**src/rtl/cdps_pkg.sv**
```systemverilog
// shared types, coefficient constants and curve tables for the color deficiency simulator
package cdps_pkg;

  // deficiency mode codes
  typedef enum logic [1:0] {
    MODE_PROTAN = 2'd0,
    MODE_DEUTAN = 2'd1,
    MODE_TRITAN = 2'd2,
    MODE_PASS   = 2'd3
  } mode_e;

  typedef logic [255:0][15:0] lut_t;
  typedef logic [383:0] big_t;

  localparam logic [1:0] ModeReset = MODE_DEUTAN;

  // forward matrix, linear rgb to lms, 20 fraction bits after the q4.12 input
  localparam logic [20:0] FWD_MAT [9] = '{
    21'd848924, 21'd1440386, 21'd159790,
    21'd317598, 21'd1497418, 21'd229857,
    21'd49023,  21'd163701,  21'd1198896
  };

  // inverse matrix, lms to linear rgb
  localparam logic signed [29:0] INV_MAT [9] = '{
    30'sd517255897, -30'sd500508964, 30'sd27019270,
    -30'sd108740989, 30'sd297218079, -30'sd42490682,
    -30'sd6303032,  -30'sd20116922,  30'sd239475398
  };

  // white point row sums per cone
  localparam logic [21:0] WHITE_SUM [3] = '{22'd2449100, 22'd2044873, 22'd1411620};

  // projection coefficients [mode][plane][ka, kb]
  localparam logic signed [26:0] PROJ_K [3][2][2] = '{
    '{'{27'sd22579536, -27'sd3600978}, '{27'sd22720696, -27'sd3805457}},
    '{'{27'sd12465931, 27'sd2675625},  '{27'sd12388481, 27'sd2809991}},
    '{'{-27'sd977962,  27'sd12752949}, '{-27'sd25153090, 27'sd41706968}}
  };

  localparam logic signed [22:0] LmsMax = 23'sd4194303;
  localparam logic signed [22:0] LmsMin = -23'sd4194304;

  // exact integer power, wide enough for a 16 bit base to the 21st
  function automatic big_t big_pow(logic [15:0] base, int e);
    big_t r;
    r = big_t'(1);
    for (int k = 0; k < e; k++) begin
      r = r * big_t'(base);
    end
    return r;
  endfunction

  // floor(4096 * v^(den/num)) by bitwise search
  function automatic logic [15:0] lin_one(logic [7:0] v, int num, int den);
    logic [15:0] x;
    logic [15:0] cand;
    big_t rhs;
    x = '0;
    rhs = big_pow({8'd0, v}, den) << (12 * num);
    for (int b = 15; b >= 0; b--) begin
      cand = x | (16'd1 << b);
      if (big_pow(cand, num) <= rhs) begin
        x = cand;
      end
    end
    return x;
  endfunction

  // smallest y with y^num >= c^den * 2^(12 num), threshold of output code c
  function automatic logic [15:0] thr_one(logic [7:0] c, int num, int den);
    logic [15:0] x;
    x = lin_one(c, num, den);
    if (big_pow(x, num) == (big_pow({8'd0, c}, den) << (12 * num))) begin
      return x;
    end
    return x + 16'd1;
  endfunction

  function automatic lut_t lin_table(int num, int den);
    lut_t t;
    for (int i = 0; i < 256; i++) begin
      t[i] = lin_one(8'(i), num, den);
    end
    return t;
  endfunction

  function automatic lut_t thr_table(int num, int den);
    lut_t t;
    for (int i = 0; i < 256; i++) begin
      t[i] = thr_one(8'(i), num, den);
    end
    return t;
  endfunction

  // input curves: exponent 1/2.1 for red and blue, 1/2 for green
  localparam lut_t LIN_RB = lin_table(21, 10);
  localparam lut_t LIN_G  = lin_table(2, 1);
  // output curve thresholds for exponents 2.1 and 2
  localparam lut_t THR_RB = thr_table(21, 10);
  localparam lut_t THR_G  = thr_table(2, 1);

endpackage

```
**src/rtl/cdps_out_search.sv**
```systemverilog
// output power curve as an eight stage pipelined threshold search, three lanes
module cdps_out_search (
  input  logic        clk_i,
  input  logic        rst_ni,
  input  logic        en_i,
  input  logic        valid_i,
  input  logic [15:0] y_i [3],
  output logic        valid_o,
  output logic [7:0]  code_o [3]
);

  logic        v_q [8];
  logic [15:0] y_q [8][3];
  logic [7:0]  c_q [8][3];

  for (genvar s = 0; s < 8; s++) begin : g_stage
    logic        v_in;
    logic [15:0] y_in [3];
    logic [7:0]  c_in [3];
    logic [7:0]  cand [3];
    logic [7:0]  c_d  [3];

    if (s == 0) begin : g_first
      assign v_in = valid_i;
      assign y_in = y_i;
      assign c_in = '{default: 8'd0};
    end else begin : g_next
      assign v_in = v_q[s-1];
      assign y_in = y_q[s-1];
      assign c_in = c_q[s-1];
    end

    // try the next lower bit of the code against its threshold
    always_comb begin
      for (int ch = 0; ch < 3; ch++) begin
        cand[ch] = c_in[ch] | (8'd1 << (7 - s));
        if (ch == 1) begin
          c_d[ch] = (y_in[ch] >= cdps_pkg::THR_G[cand[ch]]) ? cand[ch] : c_in[ch];
        end else begin
          c_d[ch] = (y_in[ch] >= cdps_pkg::THR_RB[cand[ch]]) ? cand[ch] : c_in[ch];
        end
      end
    end

    always_ff @(posedge clk_i or negedge rst_ni) begin
      if (!rst_ni) begin
        v_q[s] <= 1'b0;
      end else if (en_i) begin
        v_q[s] <= v_in;
      end
    end

    always_ff @(posedge clk_i) begin
      if (en_i) begin
        y_q[s] <= y_in;
        c_q[s] <= c_d;
      end
    end
  end

  assign valid_o = v_q[7];
  assign code_o  = c_q[7];

endmodule

```
**config.mk**
```make
export PLATFORM = sky130hd
export DESIGN_NAME = cdps_out_search
export DESIGN_NICKNAME = d
export VERILOG_FILES = /design/src/rtl/cdps_pkg.sv /design/src/rtl/cdps_out_search.sv
export SDC_FILE = /design/constraint.sdc
export NUM_CORES = 2
export LEC_CHECK = 0
export ABC_AREA = 1
export BUFFER_PORTS_ARGS = -buffer_cell sky130_fd_sc_hd__buf_4
export CORE_MARGIN = 2
export CORE_UTILIZATION = 58
export DETAILED_ROUTE_END_ITERATION = 7
export GPL_ROUTABILITY_DRIVEN = 0
export PLACE_DENSITY = 0.77
export SYNTH_ARGS = -nofsm -noshare
export SYNTH_HDL_FRONTEND = slang
export SYNTH_SLANG_ARGS = --single-unit
```
**constraint.sdc**
```tcl
create_clock -name clk_i -period 3.15 [get_ports clk_i]
set_clock_uncertainty 0.1 [all_clocks]
set_input_delay 0.7875 -clock clk_i [delete_from_list [all_inputs] [get_ports clk_i]]
set_output_delay 0.7875 -clock clk_i [all_outputs]
set_load 0.01 [all_outputs]
```
-- After elaboration in Yosys (flattened, before gate mapping)
Memories as Yosys holds them, arrays and structs flattened.
Index checks and enable logic that the tools add are counted.
- RAM bits: 576
- bits in read-only memories: 43008
- bits of input ports: 52
- bits in latches: 0
- memories kept: 23
- register bits: 8
- memory list (memory ; depth ; bits a word ; read ports ; clocked after memory_dff ; wr ports ; line ; source):
    (name not given) ; 128 ; 16 ; 1 ; 0 ; 0 ; cdps_out_search.sv:40 ; c_d[ch] = (y_in[ch] >= cdps_pkg::THR_RB[cand[ch]]) ? cand[ch] : c_in[ch];
    (name not given) ; 128 ; 16 ; 1 ; 0 ; 0 ; cdps_out_search.sv:38 ; c_d[ch] = (y_in[ch] >= cdps_pkg::THR_G[cand[ch]]) ? cand[ch] : c_in[ch];
    (name not given) ; 128 ; 16 ; 1 ; 0 ; 0 ; cdps_out_search.sv:40 ;
    (name not given) ; 128 ; 16 ; 1 ; 0 ; 0 ; cdps_out_search.sv:40 ;
    (name not given) ; 128 ; 16 ; 1 ; 0 ; 0 ; cdps_out_search.sv:40 ;
    (name not given) ; 128 ; 16 ; 1 ; 0 ; 0 ; cdps_out_search.sv:40 ;
    +17 memories ; n/a ; n/a ; n/a ; n/a ; n/a ; n/a ;
- $add $sub $neg: 0
- $lt $le $gt $ge: 45
- mux-type cells: 47
- shift-type cells: 0
- multiply operators: 0
- reductions and logical operators: 0
- divide/modulo/power cells: 0
- eq/ne operators: 0
- bitwise operators: 0
- operator list (kind ; count):
    $ge 16x16->1 ; 21
    $mux 16 ; 21
    $lt 8x9->1 const B ; 21
    $ge 16x16->1 const B ; 3
    $mux 8 ; 3
    $mux 7 ; 3
    $mux 6 ; 3
    $mux 5 ; 3
    $mux 4 ; 3
    $mux 3 ; 3
    $mux 2 ; 3
    $mux 1 ; 5

-- Depth between registers and ports, before layout
An unclocked memory read counts as a cell.
- word-level depth: 5
- depth in mapped cells: 20
- mapped depth without buffers: 20

-- Worst setup path after synthesis
Ideal clock, no wire load.
- kind: flip-flop to flip-flop
- start point: memory c_q[1][58] in the netlist's numbering
- end point: memory c_q[1][80] in the netlist's numbering (data pin)
- path slack: 0.306 ns
- clock period less this slack: 2.844 ns
- stages on the path, launching flop included: 16
- buffers on the path: 1
- arrival: 2.484 ns
- required time: 2.790 ns
- setup time: 0.260 ns
- path through: edfxtp_1 inv_1 ha_1 nand2_1 buf_4 nand3_1 nand3_1 and3_1 nor2_1 nand2_1 ha_1 a21oi_1 o21a_1 nand2_1 nand2_1 nand3_1
- RTL lines (item ; line ; source):
    from (decl) ; cdps_out_search.sv:14 ; logic [7:0] c_q [8][3];

==> results.md <==
* Final Hold Vio Count at 0
* Clk Tree Root Cell: sky130_fd_sc_hd__clkbuf_16
* Element type at the critical path start: flop
* Max Cap Viol at 0
* DRC at 4
* Vias post-DR at 33247
* Starting density of the core at 58.9%
* Number of vias per cell at between 6 and 7
* Final setup violating endpoints at 0
* Initial antenna violation count at 1
* Peak ir drop on the vdd network at 0.000530 V
* Worst Hold Margin at 0.264 ns
* Worst relative slew slack at 59.0%
* HPWL Detailed at 69200 um
* H-Tree Level Count at 2
* CTS Buffer Depth at 3
* Main synth FF type: sky130_fd_sc_hd__edfxtp_1
* Flop and latch count out of synthesis at 452
* Leak pwr at 18.2 nW
* Clock slew at reported path FFs at 0.06 ns
* Count of clock tree sinks at 452
* Total inserted antenna cells at 0
* Data arrival, critical path at 3.25 ns
* Post-DR wirelength/cell at approximately 17 um
* Number of synthesized flops with an enable pin at 444
* Family with the most delay on the worst path: compound AO/OA/AOI/OAI gates
* Layout cells sized above 1 at 7.58%
* Area Growth Syn to Fin at 9.97%
* Yosys top cell by area: sky130_fd_sc_hd__edfxtp_1
* Synth Cell Area at 0.0356 mm^2
* Antenna-violating nets left at 0
* Hold Path Origin: y_i[32]
* Type of the setup path with the least slack: flop to flop
* Ys async rst share at about 1.8%
* Yosys cell types at between 40 and 50
* Actual slew at the worst max-slew pin at 0.614 ns
* Number of DRC markers in iteration 0 at slightly above 5000
* Core Area at 0.0605 mm^2
* Setup crit end kind: flop
* Overall die height at about 250 um
* Mapped Cells at 4562
* Die Span X at 252 um
* Worst flop-to-flop path startpoint: c_q[1][66]
* CP Data Required Time at 3.38 ns
* Number of iterations in the first detailed-routing pass at 8
* Per-instance average area after synthesis at 7.80 um^2
* Via count of the first global-routing pass at 30731
* Max Fanout on Critical Path at 9
* Setup slack on the worst flop-to-flop path at roughly 0.13 ns
* Die Area at roughly 0.063 mm^2
* Final net count at 5130
* Maximum number of pins on one net before global-route repair at 86
* Fraction of synthesized cell area taken by the top area cell type at 37.4%
* Wire length of the first global-routing pass at 153000 um
* IO Port Bufs at 76
* Max Clock Freq at about 330 MHz
* Design Area, Final at 0.0392 mm^2
* Worst-Skew Late Latency at 0.61 ns
* Net count after synthesis at ~5000
* Tmin final at 3.02 ns
* Overall track demand over capacity in global routing at around 30%
* Number of placed instances, taps included at 5360
* CP Cell Sequence: inv_1, buf_4, ha_1, inv_1, o21ai_1, o21ai_0, nand2_1, nand2_1, nand2_1, nand2_1, ha_1, a21oi_1, o21a_1, nand2_1, nand2_1, nand3_1
* Status: finished, violations left
* TritonCTS Buffers at 50
* Final wirelength at 94100 um
* Power per Cell Area at just under 500 mW/mm^2
* Sequential element share of the synthesized area at 38.0%
* Top post-synthesis cells by area: sky130_fd_sc_hd__edfxtp_1, sky130_fd_sc_hd__ha_1, sky130_fd_sc_hd__nand2_1, sky130_fd_sc_hd__nand3_1, sky130_fd_sc_hd__a21oi_1
* Top cell by count, worst path: sky130_fd_sc_hd__nand2_1
* Standard-cell rows at 90
* Number of standard cells in the layout, taps in and fillers out at 5454
* Critical path launch point: c_q[1][66]
* Number of top-level design ports at 77
* Violations in the final reports: design-rule violations
* Share of the core filled with cells in the final layout at 64.7%
* Overall power at 19.2 mW
* Total count of max-transition violations in the final report at 0
* Final global-route overflow total at 0
* Post-placement cell area at 0.0373 mm^2
* CP max stage delay at 0.37 ns
* Buf+Inv Stages, Crit Path at 3
* Final period utilization at a little over nine tenths
* TritonCTS clock tree: yes
* Path type of the worst min-delay path: input port to flop
* Number of warnings printed during yosys synthesis at 0
* Max stage delay cell, worst path: sky130_fd_sc_hd__edfxtp_1
* FILL cells at 5050
## metal layers
metal | GRT usage [%] | part of all wire (%) | vias up
li1 | - | - | 15847
met1 | 38.0 | 39 | 14708
met2 | 48.1 | 45 | 2176
met3 | 5.58 | 11 | 516
met4 | 12.5 | 5.3 | 0
met5 | 0 | 0 | -
## metrics by stage
| stage | setup TNS (ns) | setup slack (ns) |
|---|---|---|
| finish | 0 | 0.133 |
| floorplan | 0 | 0.306 |
| global route | -0.000300 | -0.000300 |
| detailed placement | 0 | 0.0210 |
| global placement | 0 | 0.00148 |
| CTS | 0 | 0.0146 |
## state kept, by name, indices dropped and copies added, names as in the netlist
| register | flops |
|---|---|
| valid_o | 1 |
| y_q | 336 |
| c_q | 108 |
| g_stage.v_in | 7 |
## where the power goes
part | internal, mW | switching (mW) | leakage, nW | total [mW]
Sequential | 7.11 | 0.323 | 4.45 | 7.44
Combinational | 1.92 | 3.54 | 12.9 | 5.47
Clock | 3.83 | 2.49 | 0.874 | 6.32
Total | 12.9 | 6.36 | 18.2 | 19.2
## kinds of logic (layout without fill, tap and decap cells)
family / Yosys count / after routing / synth area share (%)
buffers and inverters: 616 / 726 / 7.43
AND/OR/NAND/NOR: 2168 / 2168 / 25.4
adder cells (fa/ha/maj): 446 / 446 / 15.7
flip-flops: 452 / 452 / 38.0
AO/OA/AOI/OAI: 880 / 880 / 13.5
## timing repair
item                                   4_1_cts  5_1_grt
buffers inserted                             0        1
hold buffers                                 1        0
setup endpoints to repair                    0        3
endpoints found under the hold margin        8        0
gates resized for setup                      0       11
## worst paths after layout
check	endpoint	depth (start not counted)
worst max register to register	c_q[1][88]	16
max in group asynchronous	g_stage[5].v_in	2
worst max-delay path	c_q[1][88]	16
worst min-delay path	y_q[0][32]	1
min in group asynchronous	valid_o	2
worst min register to register	y_q[0][59]	0
## cell usage in the layout, fill, tap and decap left out, types with 6 or more instances in the layout
cell type / n
sky130_fd_sc_hd__a21boi_0: 7
sky130_fd_sc_hd__a21oi_1: 370
sky130_fd_sc_hd__a21oi_2: 6
sky130_fd_sc_hd__a31oi_1: 30
sky130_fd_sc_hd__buf_12: 14
sky130_fd_sc_hd__buf_4: 204
sky130_fd_sc_hd__bufinv_16: 9
sky130_fd_sc_hd__clkbuf_16: 51
sky130_fd_sc_hd__clkinv_1: 13
sky130_fd_sc_hd__dfrtp_1: 8
sky130_fd_sc_hd__edfxtp_1: 444
sky130_fd_sc_hd__ha_1: 445
sky130_fd_sc_hd__inv_1: 391
sky130_fd_sc_hd__inv_2: 17
sky130_fd_sc_hd__nand2_1: 1218
sky130_fd_sc_hd__nand2_2: 12
sky130_fd_sc_hd__nand3_1: 472
sky130_fd_sc_hd__nand3b_1: 6
sky130_fd_sc_hd__nand4_1: 43
sky130_fd_sc_hd__nor2_1: 330
sky130_fd_sc_hd__nor2_2: 6
sky130_fd_sc_hd__nor3_1: 55
sky130_fd_sc_hd__o211ai_1: 48
sky130_fd_sc_hd__o21a_1: 20
sky130_fd_sc_hd__o21ai_0: 334
sky130_fd_sc_hd__o22ai_1: 17
sky130_fd_sc_hd__o31ai_1: 12
sky130_fd_sc_hd__or2_2: 9
## cells in the mapped netlist, types with 3 or more instances
master,number
sky130_fd_sc_hd__o21ai_1,4
sky130_fd_sc_hd__o22ai_1,17
sky130_fd_sc_hd__o221ai_1,4
sky130_fd_sc_hd__nor3_1,55
sky130_fd_sc_hd__nor2_1,332
sky130_fd_sc_hd__o2111ai_1,4
sky130_fd_sc_hd__clkbuf_1,59
sky130_fd_sc_hd__o211ai_1,48
sky130_fd_sc_hd__buf_2,77
sky130_fd_sc_hd__o31ai_1,12
sky130_fd_sc_hd__buf_6,11
sky130_fd_sc_hd__nor2_2,4
sky130_fd_sc_hd__inv_1,394
sky130_fd_sc_hd__edfxtp_1,444
sky130_fd_sc_hd__nand2_1,1221
sky130_fd_sc_hd__buf_1,14
sky130_fd_sc_hd__nor4_1,5
sky130_fd_sc_hd__buf_4,41
sky130_fd_sc_hd__a21oi_1,370
sky130_fd_sc_hd__a21oi_2,6
sky130_fd_sc_hd__ha_1,446
sky130_fd_sc_hd__nand2_2,10
sky130_fd_sc_hd__a21boi_0,7
sky130_fd_sc_hd__a22oi_1,5
sky130_fd_sc_hd__a211oi_1,3
sky130_fd_sc_hd__nand3_1,472
sky130_fd_sc_hd__o21ai_0,335
sky130_fd_sc_hd__or2_2,9
sky130_fd_sc_hd__o21a_1,20
sky130_fd_sc_hd__nand4_1,43
sky130_fd_sc_hd__clkinv_1,6
sky130_fd_sc_hd__dfrtp_1,8
sky130_fd_sc_hd__a31oi_1,30
sky130_fd_sc_hd__o311ai_0,5
sky130_fd_sc_hd__inv_2,14
sky130_fd_sc_hd__o21bai_1,3
sky130_fd_sc_hd__nand3b_1,6
## worst reg2reg max path, cell delays in order (launching register included)
cell and delay (ns):
sky130_fd_sc_hd__edfxtp_1 0.37, sky130_fd_sc_hd__inv_1 0.26, sky130_fd_sc_hd__buf_4 0.22, sky130_fd_sc_hd__ha_1 0.16, sky130_fd_sc_hd__inv_1 0.05, sky130_fd_sc_hd__o21ai_1 0.35
sky130_fd_sc_hd__o21ai_0 0.23, sky130_fd_sc_hd__nand2_1 0.12, sky130_fd_sc_hd__nand2_1 0.06, sky130_fd_sc_hd__nand2_1 0.05, sky130_fd_sc_hd__nand2_1 0.05, sky130_fd_sc_hd__ha_1 0.30
sky130_fd_sc_hd__a21oi_1 0.16, sky130_fd_sc_hd__o21a_1 0.14, sky130_fd_sc_hd__nand2_1 0.05, sky130_fd_sc_hd__nand2_1 0.05, sky130_fd_sc_hd__nand3_1 0.05
## final cells by class
type	instances	area [um^2]	area share (%)
clock buffer	59	1350	3.44
clock inverter	33	460	1.18
inverter	414	1550	3.97
multi-input combinational	3494	19400	49.7
sequential	452	13500	34.6
tap	782	978	2.50
timing repair buffer	220	1840	4.69
Note: power is estimated with default switching activity, not from simulation.
